==> config.mk <==
export PLATFORM = sky130hd
export DESIGN_NAME = lldp_transmit_scheduler_unit_flat
export DESIGN_NICKNAME = d
export VERILOG_FILES = /design/src/rtl/lts_pkg.sv /design/src/rtl/lts_stream_if.sv /design/src/rtl/lldp_transmit_scheduler_unit.sv /design/src/flat_wrapper.sv
export VERILOG_INCLUDE_DIRS = /design/src /design/src/rtl
export SDC_FILE = /design/constraint.sdc
export NUM_CORES = 1
export LEC_CHECK = 0
export BUFFER_PORTS_ARGS = -buffer_cell sky130_fd_sc_hd__buf_2
export CAP_MARGIN = 10
export CORE_UTILIZATION = 30
export DETAILED_ROUTE_END_ITERATION = 12
export HOLD_SLACK_MARGIN = 0.08
export MAX_ROUTING_LAYER = met4
export PLACE_DENSITY_LB_ADDON = 0.15
export REMOVE_ABC_BUFFERS = 1
export SLEW_MARGIN = 20
export SYNTH_ARGS = -nofsm -noshare
export SYNTH_HDL_FRONTEND = slang
export SYNTH_SLANG_ARGS = --single-unit
==> constraint.sdc <==
create_clock -name clk -period 7.05 [get_ports clk]
set_input_delay 0.705 -clock clk [delete_from_list [all_inputs] [get_ports clk]]
set_output_delay 0.705 -clock clk [all_outputs]
set_load 0.03 [all_outputs]
==> src/rtl/lldp_transmit_scheduler_unit_macros.svh <==
// Assertion macros for the LLDP transmit scheduler.
// Used by the top level; expects clk and rst_n in the including scope.
`ifndef LLDP_TRANSMIT_SCHEDULER_UNIT_MACROS_SVH
`define LLDP_TRANSMIT_SCHEDULER_UNIT_MACROS_SVH

// Same-cycle implication, disabled during reset
`define LTS_ASSERT_IMPLY(label, ante, cons, msg) \
    label: assert property (@(posedge clk) disable iff (!rst_n) (ante) |-> (cons)) \
        else $error(msg);

// Next-cycle implication, disabled during reset
`define LTS_ASSERT_NEXT(label, ante, cons, msg) \
    label: assert property (@(posedge clk) disable iff (!rst_n) (ante) |=> (cons)) \
        else $error(msg);

`endif

==> src/rtl/lts_pkg.sv <==
// Shared types and constants of the LLDP transmit scheduler.
// No dependencies; used by the channel interfaces and the top level.
package lts_pkg;

    // Field widths
    localparam int INTERVAL_W = 12;
    localparam int HOLD_W     = 7;
    localparam int COUNT_W    = 4;
    localparam int TTL_W      = 16;
    localparam int PROD_W     = INTERVAL_W + HOLD_W + 1;

    // Configuration port
    localparam int CFG_ADDR_W = 5;
    localparam int CFG_DATA_W = 32;
    localparam int CFG_IDX_W  = 3;

    // Register indexes
    localparam logic [CFG_IDX_W-1:0] REG_MSG_TX_INTERVAL = 3'd0;
    localparam logic [CFG_IDX_W-1:0] REG_MSG_TX_HOLD     = 3'd1;
    localparam logic [CFG_IDX_W-1:0] REG_MSG_FAST_TX     = 3'd2;
    localparam logic [CFG_IDX_W-1:0] REG_TX_FAST_INIT    = 3'd3;
    localparam logic [CFG_IDX_W-1:0] REG_TX_CREDIT_MAX   = 3'd4;
    localparam logic [CFG_IDX_W-1:0] REG_REINIT_DELAY    = 3'd5;

    // Register reset values
    localparam logic [INTERVAL_W-1:0] RST_MSG_TX_INTERVAL = 12'd30;
    localparam logic [HOLD_W-1:0]     RST_MSG_TX_HOLD     = 7'd4;
    localparam logic [INTERVAL_W-1:0] RST_MSG_FAST_TX     = 12'd1;
    localparam logic [COUNT_W-1:0]    RST_TX_FAST_INIT    = 4'd4;
    localparam logic [COUNT_W-1:0]    RST_TX_CREDIT_MAX   = 4'd5;
    localparam logic [COUNT_W-1:0]    RST_REINIT_DELAY    = 4'd2;

    // Saturation limit of the advertised TTL
    localparam logic [TTL_W-1:0] TTL_MAX = 16'hFFFF;

    // Admin status codes
    localparam logic [1:0] ADMIN_DISABLED = 2'd0;
    localparam logic [1:0] ADMIN_TX_ONLY  = 2'd1;
    localparam logic [1:0] ADMIN_RX_ONLY  = 2'd2;
    localparam logic [1:0] ADMIN_RX_TX    = 2'd3;

    // Frame kinds
    localparam logic [1:0] FRAME_NONE     = 2'd0;
    localparam logic [1:0] FRAME_INFO     = 2'd1;
    localparam logic [1:0] FRAME_SHUTDOWN = 2'd2;

    // Phase codes as they appear in a result
    localparam logic [1:0] TX_CODE_INIT  = 2'd0;
    localparam logic [1:0] TX_CODE_IDLE  = 2'd1;
    localparam logic [1:0] TX_CODE_SHUT  = 2'd2;
    localparam logic       TMR_CODE_INIT = 1'b0;

    typedef struct packed {
        logic       mode;
        logic       mac_operational;
        logic [1:0] admin_status;
        logic       new_neighbor;
        logic       local_change;
    } req_item_t;

    typedef struct packed {
        logic [1:0]         frame_kind;
        logic [TTL_W-1:0]   frame_ttl;
        logic [1:0]         tx_phase;
        logic               timer_phase;
        logic [COUNT_W-1:0] credit_left;
    } rsp_item_t;

endpackage

==> src/rtl/lts_stream_if.sv <==
// Valid/ready channel interfaces for event requests and results.
// Depends on lts_pkg for the payload structs.
interface lts_req_if import lts_pkg::*; ();
    logic      valid;
    logic      ready;
    req_item_t payload;

    modport source (output valid, output payload, input ready);
    modport sink   (input valid, input payload, output ready);
endinterface

interface lts_rsp_if import lts_pkg::*; ();
    logic      valid;
    logic      ready;
    rsp_item_t payload;

    modport source (output valid, output payload, input ready);
    modport sink   (input valid, input payload, output ready);
endinterface

==> src/rtl/lldp_transmit_scheduler_unit.sv <==
// LLDP transmit scheduler top level: timer and transmit machines, APB registers.
// Depends on lts_pkg, lts_stream_if and lldp_transmit_scheduler_unit_macros.svh.
//
//  channel  dir   handshake            payload
//  req      in    req.valid/req.ready  req_item_t: tick mode, link, admin, requests
//  rsp      out   rsp.valid/rsp.ready  rsp_item_t: frame kind/TTL, phases, credit
//  apb      in    psel/penable/pready  register writes and reads, pready tied high
//
// Input register, then the settled state of both machines and the result are
// registered together. One request per cycle is sustained while rsp is ready;
// the state update of one request feeds the next through the state registers.
// A stalled rsp holds its result while one more request waits in the input
// register. Reset clears state to the initialize phases and config to defaults.
`include "lldp_transmit_scheduler_unit_macros.svh"

module lldp_transmit_scheduler_unit import lts_pkg::*; #(
    parameter int MAX_TRANSITIONS = 10
) (
    input  logic                  clk,
    input  logic                  rst_n,
    lts_req_if.sink               req,
    lts_rsp_if.source             rsp,
    input  logic                  psel,
    input  logic                  penable,
    input  logic                  pwrite,
    input  logic [CFG_ADDR_W-1:0] paddr,
    input  logic [CFG_DATA_W-1:0] pwdata,
    output logic [CFG_DATA_W-1:0] prdata,
    output logic                  pready
);

    // Budget of repeated expiries left after the first timer action
    localparam int BUDGET_W = $clog2(MAX_TRANSITIONS + 1);
    localparam int CMP_W    = (BUDGET_W > COUNT_W) ? BUDGET_W : COUNT_W;
    localparam logic [BUDGET_W-1:0] BUDGET_FROM_IDLE = BUDGET_W'(MAX_TRANSITIONS - 1);
    localparam logic [BUDGET_W-1:0] BUDGET_FROM_INIT = BUDGET_W'(MAX_TRANSITIONS - 2);
    // Shutdown wait -> initialize -> idle -> info needs three transitions
    localparam logic THIRD_STEP_OK = (MAX_TRANSITIONS >= 3);

    typedef enum logic [1:0] {
        TXP_INIT = 2'd0,
        TXP_IDLE = 2'd1,
        TXP_SHUT = 2'd2
    } tx_phase_t;

    typedef enum logic {
        TMP_INIT = 1'b0,
        TMP_IDLE = 1'b1
    } timer_phase_t;

    // Configuration registers
    logic [INTERVAL_W-1:0] msg_tx_interval_reg;
    logic [HOLD_W-1:0]     msg_tx_hold_reg;
    logic [INTERVAL_W-1:0] msg_fast_tx_reg;
    logic [COUNT_W-1:0]    tx_fast_init_reg;
    logic [COUNT_W-1:0]    tx_credit_max_reg;
    logic [COUNT_W-1:0]    reinit_delay_reg;

    // Machine state
    tx_phase_t             tx_phase_reg, tx_phase_next;
    timer_phase_t          timer_phase_reg, timer_phase_next;
    logic [COUNT_W-1:0]    shutdown_wait_reg, shutdown_wait_next;
    logic [INTERVAL_W-1:0] refresh_timer_reg, refresh_timer_next;
    logic [COUNT_W-1:0]    fast_remaining_reg, fast_remaining_next;
    logic [COUNT_W-1:0]    credit_reg, credit_next;
    logic                  send_request_reg, send_request_next;
    logic                  change_latch_reg, change_latch_next;
    logic                  neighbor_latch_reg, neighbor_latch_next;
    logic [TTL_W-1:0]      advertised_ttl_reg, advertised_ttl_next;

    // Pipeline
    logic      in_valid_reg;
    req_item_t in_item_reg;
    logic      out_valid_reg;
    rsp_item_t out_item_reg, out_item_next;
    logic      advance;
    logic      cfg_write;
    logic [CFG_IDX_W-1:0] cfg_idx;

    // Combinational working values
    logic                  tx_on;
    logic                  mac_up;
    logic [COUNT_W-1:0]    wait_tick;
    logic [COUNT_W-1:0]    credit_tick;
    logic [INTERVAL_W-1:0] refresh_tick;
    logic                  neighbor_set;
    logic                  change_set;
    logic [PROD_W-1:0]     ttl_prod;
    logic [TTL_W-1:0]      ttl_calc;
    logic                  timer_act;
    logic [COUNT_W-1:0]    fast_seed;
    logic [COUNT_W-1:0]    fast_first;
    logic [BUDGET_W-1:0]   budget;
    logic [CMP_W-1:0]      fast_first_w;
    logic [CMP_W-1:0]      budget_w;
    logic [COUNT_W-1:0]    fast_settled;
    logic [1:0]            frame_kind_next;
    logic [TTL_W-1:0]      frame_ttl_next;
    logic                  reenter;

    //------------------------------------------------------------------
    // Handshakes
    //------------------------------------------------------------------
    assign advance   = in_valid_reg && (!out_valid_reg || rsp.ready);
    assign req.ready = !in_valid_reg || advance;
    assign rsp.valid = out_valid_reg;
    assign rsp.payload = out_item_reg;

    //------------------------------------------------------------------
    // APB register port
    //------------------------------------------------------------------
    assign pready    = 1'b1;
    assign cfg_idx   = paddr[CFG_ADDR_W-1:2];
    assign cfg_write = psel && penable && pwrite && pready;

    always_ff @(posedge clk or negedge rst_n)
    begin
        if (!rst_n)
        begin
            msg_tx_interval_reg <= RST_MSG_TX_INTERVAL;
            msg_tx_hold_reg     <= RST_MSG_TX_HOLD;
            msg_fast_tx_reg     <= RST_MSG_FAST_TX;
            tx_fast_init_reg    <= RST_TX_FAST_INIT;
            tx_credit_max_reg   <= RST_TX_CREDIT_MAX;
            reinit_delay_reg    <= RST_REINIT_DELAY;
        end
        else if (cfg_write)
        begin
            case (cfg_idx)
                REG_MSG_TX_INTERVAL: msg_tx_interval_reg <= pwdata[INTERVAL_W-1:0];
                REG_MSG_TX_HOLD:     msg_tx_hold_reg     <= pwdata[HOLD_W-1:0];
                REG_MSG_FAST_TX:     msg_fast_tx_reg     <= pwdata[INTERVAL_W-1:0];
                REG_TX_FAST_INIT:    tx_fast_init_reg    <= pwdata[COUNT_W-1:0];
                REG_TX_CREDIT_MAX:   tx_credit_max_reg   <= pwdata[COUNT_W-1:0];
                REG_REINIT_DELAY:    reinit_delay_reg    <= pwdata[COUNT_W-1:0];
                default: ;
            endcase
        end
    end

    // Read mux
    always_comb
    begin
        case (cfg_idx)
            REG_MSG_TX_INTERVAL: prdata = CFG_DATA_W'(msg_tx_interval_reg);
            REG_MSG_TX_HOLD:     prdata = CFG_DATA_W'(msg_tx_hold_reg);
            REG_MSG_FAST_TX:     prdata = CFG_DATA_W'(msg_fast_tx_reg);
            REG_TX_FAST_INIT:    prdata = CFG_DATA_W'(tx_fast_init_reg);
            REG_TX_CREDIT_MAX:   prdata = CFG_DATA_W'(tx_credit_max_reg);
            REG_REINIT_DELAY:    prdata = CFG_DATA_W'(reinit_delay_reg);
            default:             prdata = '0;
        endcase
    end

    //------------------------------------------------------------------
    // Tick, request latches and TTL
    //------------------------------------------------------------------
    assign mac_up = in_item_reg.mac_operational;
    assign tx_on  = (in_item_reg.admin_status == ADMIN_TX_ONLY) ||
                    (in_item_reg.admin_status == ADMIN_RX_TX);

    assign wait_tick    = (in_item_reg.mode && shutdown_wait_reg != '0) ?
                          shutdown_wait_reg - COUNT_W'(1) : shutdown_wait_reg;
    assign credit_tick  = (in_item_reg.mode && credit_reg < tx_credit_max_reg) ?
                          credit_reg + COUNT_W'(1) : credit_reg;
    assign refresh_tick = (in_item_reg.mode && refresh_timer_reg != '0) ?
                          refresh_timer_reg - INTERVAL_W'(1) : refresh_timer_reg;
    assign neighbor_set = neighbor_latch_reg || in_item_reg.new_neighbor;
    assign change_set   = change_latch_reg || in_item_reg.local_change;

    // interval * hold + 1, saturated
    assign ttl_prod = PROD_W'(msg_tx_interval_reg) * PROD_W'(msg_tx_hold_reg) + PROD_W'(1);
    assign ttl_calc = (ttl_prod > PROD_W'(TTL_MAX)) ? TTL_MAX : ttl_prod[TTL_W-1:0];

    //------------------------------------------------------------------
    // Timer machine, settled in one pass
    //------------------------------------------------------------------
    // After the first action, a zero reload keeps expiring: with a zero fast
    // interval each extra expiry eats one fast frame until the budget runs out.
    always_comb
    begin
        timer_phase_next    = timer_phase_reg;
        send_request_next   = send_request_reg;
        change_latch_next   = change_set;
        neighbor_latch_next = neighbor_set;
        refresh_timer_next  = refresh_tick;
        fast_remaining_next = fast_remaining_reg;
        credit_next         = credit_tick;
        timer_act           = 1'b0;
        fast_seed           = fast_remaining_reg;
        fast_first          = fast_remaining_reg;
        budget              = BUDGET_FROM_IDLE;
        fast_first_w        = '0;
        budget_w            = '0;
        fast_settled        = fast_remaining_reg;

        if (!mac_up || !tx_on)
        begin
            if (timer_phase_reg != TMP_INIT)
            begin
                timer_phase_next    = TMP_INIT;
                send_request_next   = 1'b0;
                change_latch_next   = 1'b0;
                neighbor_latch_next = 1'b0;
                refresh_timer_next  = '0;
                fast_remaining_next = '0;
                credit_next         = tx_credit_max_reg;
            end
        end
        else
        begin
            timer_phase_next = TMP_IDLE;
            budget = (timer_phase_reg == TMP_INIT) ? BUDGET_FROM_INIT : BUDGET_FROM_IDLE;

            // First action in idle, by priority
            if (neighbor_set)
            begin
                fast_seed  = (fast_remaining_reg == '0) ? tx_fast_init_reg
                                                         : fast_remaining_reg;
                fast_first = (fast_seed != '0) ? fast_seed - COUNT_W'(1) : fast_seed;
                timer_act  = 1'b1;
            end
            else if (refresh_tick == '0)
            begin
                fast_first = (fast_remaining_reg != '0) ?
                             fast_remaining_reg - COUNT_W'(1) : fast_remaining_reg;
                timer_act  = 1'b1;
            end
            else if (change_set)
            begin
                fast_first = fast_remaining_reg;
                timer_act  = 1'b1;
            end

            // Repeated expiries on a zero reload
            fast_first_w = CMP_W'(fast_first);
            budget_w     = CMP_W'(budget);
            if (msg_fast_tx_reg == '0)
            begin
                fast_settled = (fast_first_w > budget_w) ?
                               COUNT_W'(fast_first_w - budget_w) : '0;
            end
            else
            begin
                fast_settled = fast_first;
            end

            if (timer_act)
            begin
                neighbor_latch_next = 1'b0;
                change_latch_next   = 1'b0;
                send_request_next   = 1'b1;
                fast_remaining_next = fast_settled;
                refresh_timer_next  = (fast_settled != '0) ? msg_fast_tx_reg
                                                            : msg_tx_interval_reg;
            end
        end
    end

    //------------------------------------------------------------------
    // Transmit machine, after the timer machine
    //------------------------------------------------------------------
    assign reenter = (tx_phase_reg == TXP_SHUT && wait_tick == '0) ||
                     (tx_phase_reg != TXP_INIT && tx_phase_reg != TXP_IDLE &&
                      tx_phase_reg != TXP_SHUT);

    always_comb
    begin
        tx_phase_next       = tx_phase_reg;
        shutdown_wait_next  = wait_tick;
        advertised_ttl_next = advertised_ttl_reg;
        frame_kind_next     = FRAME_NONE;
        frame_ttl_next      = '0;
        out_item_next.credit_left = credit_next;

        if (!mac_up)
        begin
            if (tx_phase_reg != TXP_INIT)
            begin
                tx_phase_next      = TXP_INIT;
                shutdown_wait_next = '0;
            end
        end
        else
        begin
            unique case (tx_phase_reg)
                TXP_INIT:
                begin
                    if (tx_on)
                    begin
                        tx_phase_next       = TXP_IDLE;
                        advertised_ttl_next = ttl_calc;
                        if (send_request_next && credit_next != '0)
                        begin
                            frame_kind_next = FRAME_INFO;
                            frame_ttl_next  = ttl_calc;
                            out_item_next.credit_left = credit_next - COUNT_W'(1);
                        end
                    end
                end
                TXP_IDLE:
                begin
                    if (!tx_on)
                    begin
                        // shutdown beats a pending info frame
                        frame_kind_next    = FRAME_SHUTDOWN;
                        tx_phase_next      = TXP_SHUT;
                        shutdown_wait_next = reinit_delay_reg;
                        if (reinit_delay_reg == '0)
                        begin
                            tx_phase_next = TXP_INIT;
                        end
                    end
                    else if (send_request_next && credit_next != '0)
                    begin
                        frame_kind_next     = FRAME_INFO;
                        frame_ttl_next      = advertised_ttl_reg;
                        advertised_ttl_next = ttl_calc;
                        out_item_next.credit_left = credit_next - COUNT_W'(1);
                    end
                end
                default:
                begin
                    // shutdown wait done, or an unused code: back to initialize
                    if (reenter)
                    begin
                        tx_phase_next      = TXP_INIT;
                        shutdown_wait_next = '0;
                        if (tx_on)
                        begin
                            tx_phase_next       = TXP_IDLE;
                            advertised_ttl_next = ttl_calc;
                            if (THIRD_STEP_OK && send_request_next && credit_next != '0)
                            begin
                                frame_kind_next = FRAME_INFO;
                                frame_ttl_next  = ttl_calc;
                                out_item_next.credit_left = credit_next - COUNT_W'(1);
                            end
                        end
                    end
                end
            endcase
        end

        out_item_next.frame_kind  = frame_kind_next;
        out_item_next.frame_ttl   = frame_ttl_next;
        out_item_next.tx_phase    = tx_phase_next;
        out_item_next.timer_phase = timer_phase_next;
    end

    //------------------------------------------------------------------
    // State and valid flags
    //------------------------------------------------------------------
    always_ff @(posedge clk or negedge rst_n)
    begin
        if (!rst_n)
        begin
            in_valid_reg       <= 1'b0;
            out_valid_reg      <= 1'b0;
            tx_phase_reg       <= TXP_INIT;
            timer_phase_reg    <= TMP_INIT;
            shutdown_wait_reg  <= '0;
            refresh_timer_reg  <= '0;
            fast_remaining_reg <= '0;
            credit_reg         <= RST_TX_CREDIT_MAX;
            send_request_reg   <= 1'b0;
            change_latch_reg   <= 1'b0;
            neighbor_latch_reg <= 1'b0;
            advertised_ttl_reg <= '0;
        end
        else
        begin
            if (req.ready)
            begin
                in_valid_reg <= req.valid;
            end

            if (advance)
            begin
                out_valid_reg <= 1'b1;
            end
            else if (rsp.ready)
            begin
                out_valid_reg <= 1'b0;
            end

            if (advance)
            begin
                tx_phase_reg       <= tx_phase_next;
                timer_phase_reg    <= timer_phase_next;
                shutdown_wait_reg  <= shutdown_wait_next;
                refresh_timer_reg  <= refresh_timer_next;
                fast_remaining_reg <= fast_remaining_next;
                credit_reg         <= out_item_next.credit_left;
                send_request_reg   <= (frame_kind_next == FRAME_INFO) ? 1'b0
                                                                      : send_request_next;
                change_latch_reg   <= change_latch_next;
                neighbor_latch_reg <= neighbor_latch_next;
                advertised_ttl_reg <= advertised_ttl_next;
            end
        end
    end

    // Payload registers
    always_ff @(posedge clk)
    begin
        if (req.valid && req.ready)
        begin
            in_item_reg <= req.payload;
        end
        if (advance)
        begin
            out_item_reg <= out_item_next;
        end
    end

    //------------------------------------------------------------------
    // Assertions
    //------------------------------------------------------------------
    `LTS_ASSERT_IMPLY(a_info_in_idle, out_valid_reg && out_item_reg.frame_kind == FRAME_INFO, out_item_reg.tx_phase == TX_CODE_IDLE, "info frame reported outside idle")
    `LTS_ASSERT_IMPLY(a_shutdown_ttl, out_valid_reg && out_item_reg.frame_kind == FRAME_SHUTDOWN, out_item_reg.frame_ttl == '0 && out_item_reg.tx_phase != TX_CODE_IDLE && out_item_reg.timer_phase == TMR_CODE_INIT, "bad shutdown frame result")
    `LTS_ASSERT_IMPLY(a_timer_init_quiet, timer_phase_reg == TMP_INIT, !send_request_reg, "send request pending in timer initialize")
    `LTS_ASSERT_NEXT(a_advance_fills, advance, out_valid_reg, "result lost after advance")

endmodule

==> src/flat_wrapper.sv <==
// flat-port wrapper written by rule: the top's interface ports become plain ports
module lldp_transmit_scheduler_unit_flat import lts_pkg::*;
#(
    parameter int MAX_TRANSITIONS = 10
)
  (clk, rst_n, psel, penable, pwrite, paddr, pwdata, prdata, pready, req_valid, req_payload, req_ready, rsp_valid, rsp_payload, rsp_ready);
  lts_req_if req_i ();
  lts_rsp_if rsp_i ();
  input  logic clk;
  input  logic rst_n;
  input  logic psel;
  input  logic penable;
  input  logic pwrite;
  input  logic [CFG_ADDR_W-1:0] paddr;
  input  logic [CFG_DATA_W-1:0] pwdata;
  output logic [CFG_DATA_W-1:0] prdata;
  output logic pready;
  input wire logic [$bits(req_i.valid)-1:0] req_valid;
  input wire logic [$bits(req_i.payload)-1:0] req_payload;
  output wire logic [$bits(req_i.ready)-1:0] req_ready;
  output wire logic [$bits(rsp_i.valid)-1:0] rsp_valid;
  output wire logic [$bits(rsp_i.payload)-1:0] rsp_payload;
  input wire logic [$bits(rsp_i.ready)-1:0] rsp_ready;
  assign req_i.valid = req_valid;
  assign req_i.payload = req_payload;
  assign req_ready = req_i.ready;
  assign rsp_valid = rsp_i.valid;
  assign rsp_payload = rsp_i.payload;
  assign rsp_i.ready = rsp_ready;
  lldp_transmit_scheduler_unit #(.MAX_TRANSITIONS(MAX_TRANSITIONS)) u_core (.clk(clk), .rst_n(rst_n), .req(req_i), .rsp(rsp_i), .psel(psel), .penable(penable), .pwrite(pwrite), .paddr(paddr), .pwdata(pwdata), .prdata(prdata), .pready(pready));
endmodule
Word level (Yosys, flattened, before mapping)
Index checks and enable logic that the tools add are counted.
- logic and storage cells: 179
- output and inout bits: 60
- input port bits: 50
- register bits after elaboration: 122
- muxes and demuxes: 76
- multipliers: 1
- $add $sub $neg: 8
- magnitude comparators: 3
- equality and inequality tests: 15
- reduce and logical (&&, ||, !) cells: 48
- operators with widths (operator ; number):
    2-to-1 mux 16 bit ; 10
    2-to-1 mux 4 bit ; 25
    case mux 12 bit (6 select lines) ; 1
    case mux 16 bit (2 select lines) ; 2
    2-to-1 mux 12 bit ; 5
    zero test 12 bit ; 2
    2-to-1 mux 1 bit ; 21
    adder 19 x 1 -> 20 bit (second input constant) ; 1
    > comparator 20 x 16 -> 1 bit (second input constant) ; 1
    nonzero test 4 bit ; 5
    multiplier 12 x 7 -> 19 bit ; 1
    2-to-1 mux 2 bit ; 9
    subtractor 4 x 1 -> 4 bit (second input constant) ; 4
    zero test 4 bit ; 3
    AND reduction 2 bit ; 6
    nonzero test 12 bit ; 1
    subtractor 12 x 1 -> 12 bit (second input constant) ; 1
    logical AND 1 bit ; 11
    inequality test 2 x 1 -> 1 bit (second input constant) ; 4
    case mux 2 bit (2 select lines) ; 2
    case mux 4 bit (2 select lines) ; 1
    logical OR 1 bit ; 7
    == test 2 x 1 -> 1 bit (second input constant) ; 3
    == test 3 x 2 -> 1 bit (second input constant) ; 2
    16 further kinds ; 23

Logic depth before layout (Yosys ltp)
- depth after elaboration: 17
- gate-level depth with buffers: 23
- mapped depth without buffers: 20

Worst setup path before layout
Ideal clock, no wire load.
- path kind: register to register
- start point: reg u_core.msg_tx_interval_reg[1]
- end point: reg u_core.out_item_reg (netlist bit u_core.rsp.payload[17]), data pin
- clock period less this slack: 5.786 ns
- buffers on the path: 3
- path slack: 1.264 ns
- library setup time: 0.276 ns
- arrival time: 5.511 ns
- required time: 6.774 ns
- stages on the path, launching flop included: 23
- cell sequence: dfstp_2 > clkbuf_1 > nand2_1 > fa_1 > fa_1 > inv_1 > fa_1 > inv_1 > fa_1 > inv_1 > ha_1 > o21a_1 > o21ai_0 > or2_2 > a21oi_1 > o221a_2 > o211ai_1 > a21oi_1 > or3_1 > clkbuf_1 > clkbuf_1 > nor3_1 > o21ai_0
- cells in the longest elaborated chain, start to end: 8
- RTL lines (item ; RTL line ; source):
    start, declared ; lldp_transmit_scheduler_unit.sv:52 ; logic [INTERVAL_W-1:0] msg_tx_interval_reg;
    start signal, assigned ; lldp_transmit_scheduler_unit.sv:130 ; REG_MSG_TX_INTERVAL: msg_tx_interval_reg <= pwdata[INTERVAL_W-1:0];
    multiplier 12 x 7 -> 19 bit * ; lldp_transmit_scheduler_unit.sv:172 ; assign ttl_prod = PROD_W'(msg_tx_interval_reg) * PROD_W'(msg_tx_hold_reg) + PROD_W'(1);
    adder 19 x 1 -> 20 bit * ; lldp_transmit_scheduler_unit.sv:172 ;
    > comparator 20 x 16 -> 1 bit ; lldp_transmit_scheduler_unit.sv:173 ; assign ttl_calc = (ttl_prod > PROD_W'(TTL_MAX)) ? TTL_MAX : ttl_prod[TTL_W-1:0];
    2-to-1 mux 16 bit * ; lldp_transmit_scheduler_unit.sv:173 ;
    2-to-1 mux 16 bit * ; lldp_transmit_scheduler_unit.sv:293, lldp_transmit_scheduler_unit.sv:333 ;
    2-to-1 mux 16 bit * ; lldp_transmit_scheduler_unit.sv:329 ; if (tx_on)
    2-to-1 mux 16 bit ; lldp_transmit_scheduler_unit.sv:325 ; if (reenter)
    case mux 16 bit (2 select lines) * ; lldp_transmit_scheduler_unit.sv:286 ; unique case (tx_phase_reg)
    end signal, assigned ; lldp_transmit_scheduler_unit.sv:413 ; out_item_reg <= out_item_next;
    end, declared ; lldp_transmit_scheduler_unit.sv:75 ; rsp_item_t out_item_reg, out_item_next;
Every way passes the cells marked *; elsewhere a longest branch is shown, timed or not.
A chain may end at the register's enable or synchronous reset.

Worst setup path in the final report
- start point: reg u_core.msg_tx_hold_reg[6]
- end point: reg u_core.out_item_reg (netlist bit u_core.rsp.payload[15]), data pin
- cells in the longest elaborated chain, start to end: 8
- RTL lines (item ; RTL line ; source):
    start, declared ; lldp_transmit_scheduler_unit.sv:53 ; logic [HOLD_W-1:0] msg_tx_hold_reg;
    start signal, assigned ; lldp_transmit_scheduler_unit.sv:131 ; REG_MSG_TX_HOLD: msg_tx_hold_reg <= pwdata[HOLD_W-1:0];
    multiplier 12 x 7 -> 19 bit * ; lldp_transmit_scheduler_unit.sv:172 ;
    adder 19 x 1 -> 20 bit * ; lldp_transmit_scheduler_unit.sv:172 ;
    > comparator 20 x 16 -> 1 bit ; lldp_transmit_scheduler_unit.sv:173 ;
    2-to-1 mux 16 bit * ; lldp_transmit_scheduler_unit.sv:173 ;
    2-to-1 mux 16 bit * ; lldp_transmit_scheduler_unit.sv:293, lldp_transmit_scheduler_unit.sv:333 ;
    2-to-1 mux 16 bit * ; lldp_transmit_scheduler_unit.sv:329 ;
    2-to-1 mux 16 bit ; lldp_transmit_scheduler_unit.sv:325 ;
    case mux 16 bit (2 select lines) * ; lldp_transmit_scheduler_unit.sv:286 ;
Marks and branches as above.

==> flow_metrics.py <==
metrics = {
    "logic_synthesis": {
        "synth_top_family_by_area": "simple AND/OR/NAND/NOR gates",
        "synth_edf_count": 30,
        "synth_area_leader_cell": "sky130_fd_sc_hd__dfrtp_1",
        "synth_fa_ha_area_frac": 0.171,
        "netlist-cell-type-count": 83,
        "fraction_of_post_synthesis_cell_area_in_the_top_cell_type_by_area": 0.204,
        "synth.area.mux_share": 0.0875,
        "synth-warning-count": 0,
        "synth_async_sr_flop_share": 0.752,
        "synth_area_leaders": "sky130_fd_sc_hd__dfrtp_1 (20%), sky130_fd_sc_hd__fa_1 (10%), sky130_fd_sc_hd__edfxtp_1 (9.3%)",
        "dominantRegCellSynth": "sky130_fd_sc_hd__dfrtp_1",
        "postSynthCellCount": 1036,
        "synth_seq_area_share": 0.329,
        "synth.most_common_cell": "sky130_fd_sc_hd__nand2_1",
        "ys_top_cells_by_count": "sky130_fd_sc_hd__nand2_1 (92), sky130_fd_sc_hd__inv_1 (89), sky130_fd_sc_hd__dfrtp_1 (79)",
        "netlist_area_sq_um": 9700,
        "synth_simple_gate_area_frac": 0.185,
        "postSynthAreaPerCell_sq_um": 9.37,
        "synth_xor_xnor_area_share": 0.0153,
        "post_synthesis_compound_gate_area_fraction": 0.138,
        "ys_seq_elements": 121,
    },
    "clock_network": {
        "clkSlewWorstSetupHoldPaths_ns": 0.06,
        "clockBufferDepth": 2,
        "tritoncts": "done",
        "numCtsBuffers": 17,
        "hold_buffers": 0,
        "cts_resized": 0,
        "h-tree-depth": 4,
        "clkLatencyLatePin_ns": 0.43,
        "cts_root_buf": "sky130_fd_sc_hd__clkbuf_16",
        "post_cts_setup_buffers": 0,
        "clock_sinks": 121,
    },
    "setup_path": {
        "worstPathBufferInverterCount": 3,
        "critical_path.slowest_cell": "sky130_fd_sc_hd__dfrtp_1",
        "worst_setup_path_start_kind": "flip-flop",
        "timing.setup.critical_path_class": "reg -> reg",
        "path_max_fanout": 16,
        "crit_path_frequent_cell": "sky130_fd_sc_hd__fa_1",
        "worst_path_largest_cell_delay_ns": 0.65,
        "arrival_ns": 6.38,
        "ff2ff_setup_slack_ns": 0.83,
        "crit_chain": "nand2_1, fa_1, fa_1, inv_1, fa_1, inv_1, fa_1, inv_1, ha_1, o21a_1, o21ai_0, or2_2, a21oi_1, o221a_2, o211ai_1, a21oi_1, or3_1, nor4b_1, o21ai_0",
        "worst-endpoint-required_ns": 7.22,
        "critPathTopFamily": "adder cells",
        "setup.worst_path.end_class": "flip-flop",
    },
    "floorplan": {
        "initial_standard_cell_utilization_of_the_core": 0.306,
        "fp.dieH_microns": 182,
        "floorplan.core_area_sq_um": 31700,
        "num_io_pins": 110,
        "die_x_microns": 182,
        "floorplan.die_area_sq_um": 33100,
        "row_count": 65,
    },
    "sta": {
        "max_slew_margin": 0.344,
        "worst_hold_slack_ns": 0.194,
        "period_needed_ns": 6.22,
        "post-route-period-util": 0.882,
        "timing.final.max_slew_violations": 0,
        "setup-tns-final_ns": 0,
        "fmax_ghz": 0.161,
        "clock-skew-final_ns": 0.0104,
        "timing_worst_slew_pin_value_ns": 0.976,
        "timing_hold_violations_final": 0,
        "setup-violations-final": 0,
        "grt_setup_unrepaired": "no",
    },
    "drt": {
        "avgViaCountPerCell": 5.05,
        "final_antenna_net_count": 0,
        "drt_pass1_iterations": 5,
        "detail_route.drc_violations": 0,
        "met2_wl_microns": 10900,
        "detail_route.wirelength_microns": 25600,
        "detail_route.wl_per_cell_microns": 17.1,
        "wl_met3_microns": 640,
        "drtIter0Drc": 497,
        "wirelength_met1_microns": 13800,
        "topRoutingLayerUsed": "met4",
        "routed-via-count": 7543,
    },
    "power": {
        "max-vdd-ir-drop_mv": 0.179,
        "power.density_nw_per_um2": 359,
        "total_leakage_power_uw": 0.00497,
    },
    "global_route": {
        "first_pass_grt_wire_length_microns": 41200,
        "largest_net_degree_at_the_start_of_global_routing": 67,
        "grtUsageTotal": 0.164,
        "gr-total-overflow": 0,
        "grt_antenna_before_repair": 0,
        "grt_pass1_vias": 7159,
    },
    "outcome": {
        "status": "complete, no violations",
    },
    "placed_design": {
        "place.detailed.hpwl_microns": 18800,
        "port_buffers": 65,
        "rd_place_congestion": 0.806,
    },
    "flow_run": {
        "cap_viol_max_count": 0,
    },
    "finish": {
        "layout-drive-gt1-share": 0.171,
        "area_growth_syn_to_layout_pct": 12.8,
        "layout.nets": 1232,
        "largest_register_ffs": 25,
    },
    "hold_path": {
        "min-delay-path-class": "in -> async",
    },
}
worst reg2reg max path, cell delays in order (launching register included):
cell and delay, ns:
sky130_fd_sc_hd__dfrtp_1 0.65, sky130_fd_sc_hd__nand2_1 0.15, sky130_fd_sc_hd__fa_1 0.53, sky130_fd_sc_hd__fa_1 0.54, sky130_fd_sc_hd__inv_1 0.05, sky130_fd_sc_hd__fa_1 0.53, sky130_fd_sc_hd__inv_1 0.05, sky130_fd_sc_hd__fa_1 0.52
sky130_fd_sc_hd__inv_1 0.04, sky130_fd_sc_hd__ha_1 0.33, sky130_fd_sc_hd__o21a_1 0.21, sky130_fd_sc_hd__o21ai_0 0.31, sky130_fd_sc_hd__or2_2 0.19, sky130_fd_sc_hd__a21oi_1 0.05, sky130_fd_sc_hd__o221a_2 0.31, sky130_fd_sc_hd__o211ai_1 0.17
sky130_fd_sc_hd__a21oi_1 0.08, sky130_fd_sc_hd__or3_1 0.63, sky130_fd_sc_hd__nor4b_1 0.49, sky130_fd_sc_hd__o21ai_0 0.13
metrics by stage:
step	instances	power (uW)	worst slack [ns]	utilization	cell area, sq um
5_1_grt	1494	4250	0.392	0.345	10900
4_1_cts	1494	3960	0.782	0.345	10900
3_5_place_dp	1462	3060	0.782	0.327	10400
2_1_floorplan	984	2530	1.41	-	9410
6_report	1495	3920	0.834	0.345	10900
3_3_place_gp	1461	3050	0.824	0.326	10300
metal layers:
metal,vias up,global-route usage
met4,0,0.0383
li1,3651,-
met2,138,0.233
met1,3736,0.245
met5,-,-
met3,18,0.0213
final timing paths:
path | startpoint | endpoint | depth (start not counted)
max | u_core.msg_tx_hold_reg[6]$_DFFE_PN0P_ | u_core.rsp.payload[15]$_SDFFCE_PN0P_ | 19
min | rst_n | u_core.shutdown_wait_reg[2]$_DFFE_PN0P_ | 1
max reg2reg | u_core.msg_tx_hold_reg[6]$_DFFE_PN0P_ | u_core.rsp.payload[15]$_SDFFCE_PN0P_ | 19
min reg2reg | u_core.credit_reg[0]$_DFFE_PN1P_ | u_core.credit_reg[0]$_DFFE_PN1P_ | 2
max in group asynchronous | rst_n | u_core.msg_fast_tx_reg[6]$_DFFE_PN0P_ | 2
min in group clk | req_payload[2] | u_core.in_item_reg[2]$_DFFE_PP_ | 1
final cells by class:
class | count | area (sq um)
clock buffers | 18 | 429
clock inverters | 14 | 148
multi-input cells | 773 | 5910
diodes | 1 | 2.50
repair buffers | 76 | 418
well taps | 402 | 503
flip-flops and latches | 121 | 3190
fillers | 3269 | 20800
inverters | 90 | 338
cells by family (layout without fill, tap and decap cells):
kind of cell / after synthesis / after routing
AND/OR/NAND/NOR: 346 / 346
AO/OA/AOI/OAI: 208 / 208
multiplexers: 78 / 78
buffers and inverters: 161 / 198
flip-flops: 121 / 121
XOR/XNOR: 17 / 17
other: 2 / 22
adder cells (fa/ha/maj): 103 / 103
power breakdown:
part | switching, uW | total [uW] | internal [uW]
combinational | 1110 | 1850 | 744
sequential | 250 | 1190 | 938
clock | 358 | 880 | 523
layout by cell type, fill, tap and decap left out, types with 10 or more instances in the layout:
cell and n:
sky130_fd_sc_hd__mux2_2 44, sky130_fd_sc_hd__and2_1 62, sky130_fd_sc_hd__o21ai_0 64, sky130_fd_sc_hd__xnor2_1 13
sky130_fd_sc_hd__dfrtp_1 79, sky130_fd_sc_hd__inv_1 89, sky130_fd_sc_hd__nor2_1 69, sky130_fd_sc_hd__ha_1 54
sky130_fd_sc_hd__buf_4 11, sky130_fd_sc_hd__nand2_1 92, sky130_fd_sc_hd__buf_2 64, sky130_fd_sc_hd__nand3_1 10
sky130_fd_sc_hd__mux2i_1 32, sky130_fd_sc_hd__fa_1 49, sky130_fd_sc_hd__nand2b_1 12, sky130_fd_sc_hd__dfstp_2 12
sky130_fd_sc_hd__a21oi_1 56, sky130_fd_sc_hd__clkbuf_16 17, sky130_fd_sc_hd__edfxtp_1 30, sky130_fd_sc_hd__nor3_1 31
sky130_fd_sc_hd__conb_1 21, sky130_fd_sc_hd__or3_1 11
No activity file was read; power rests on OpenSTA's default activity.
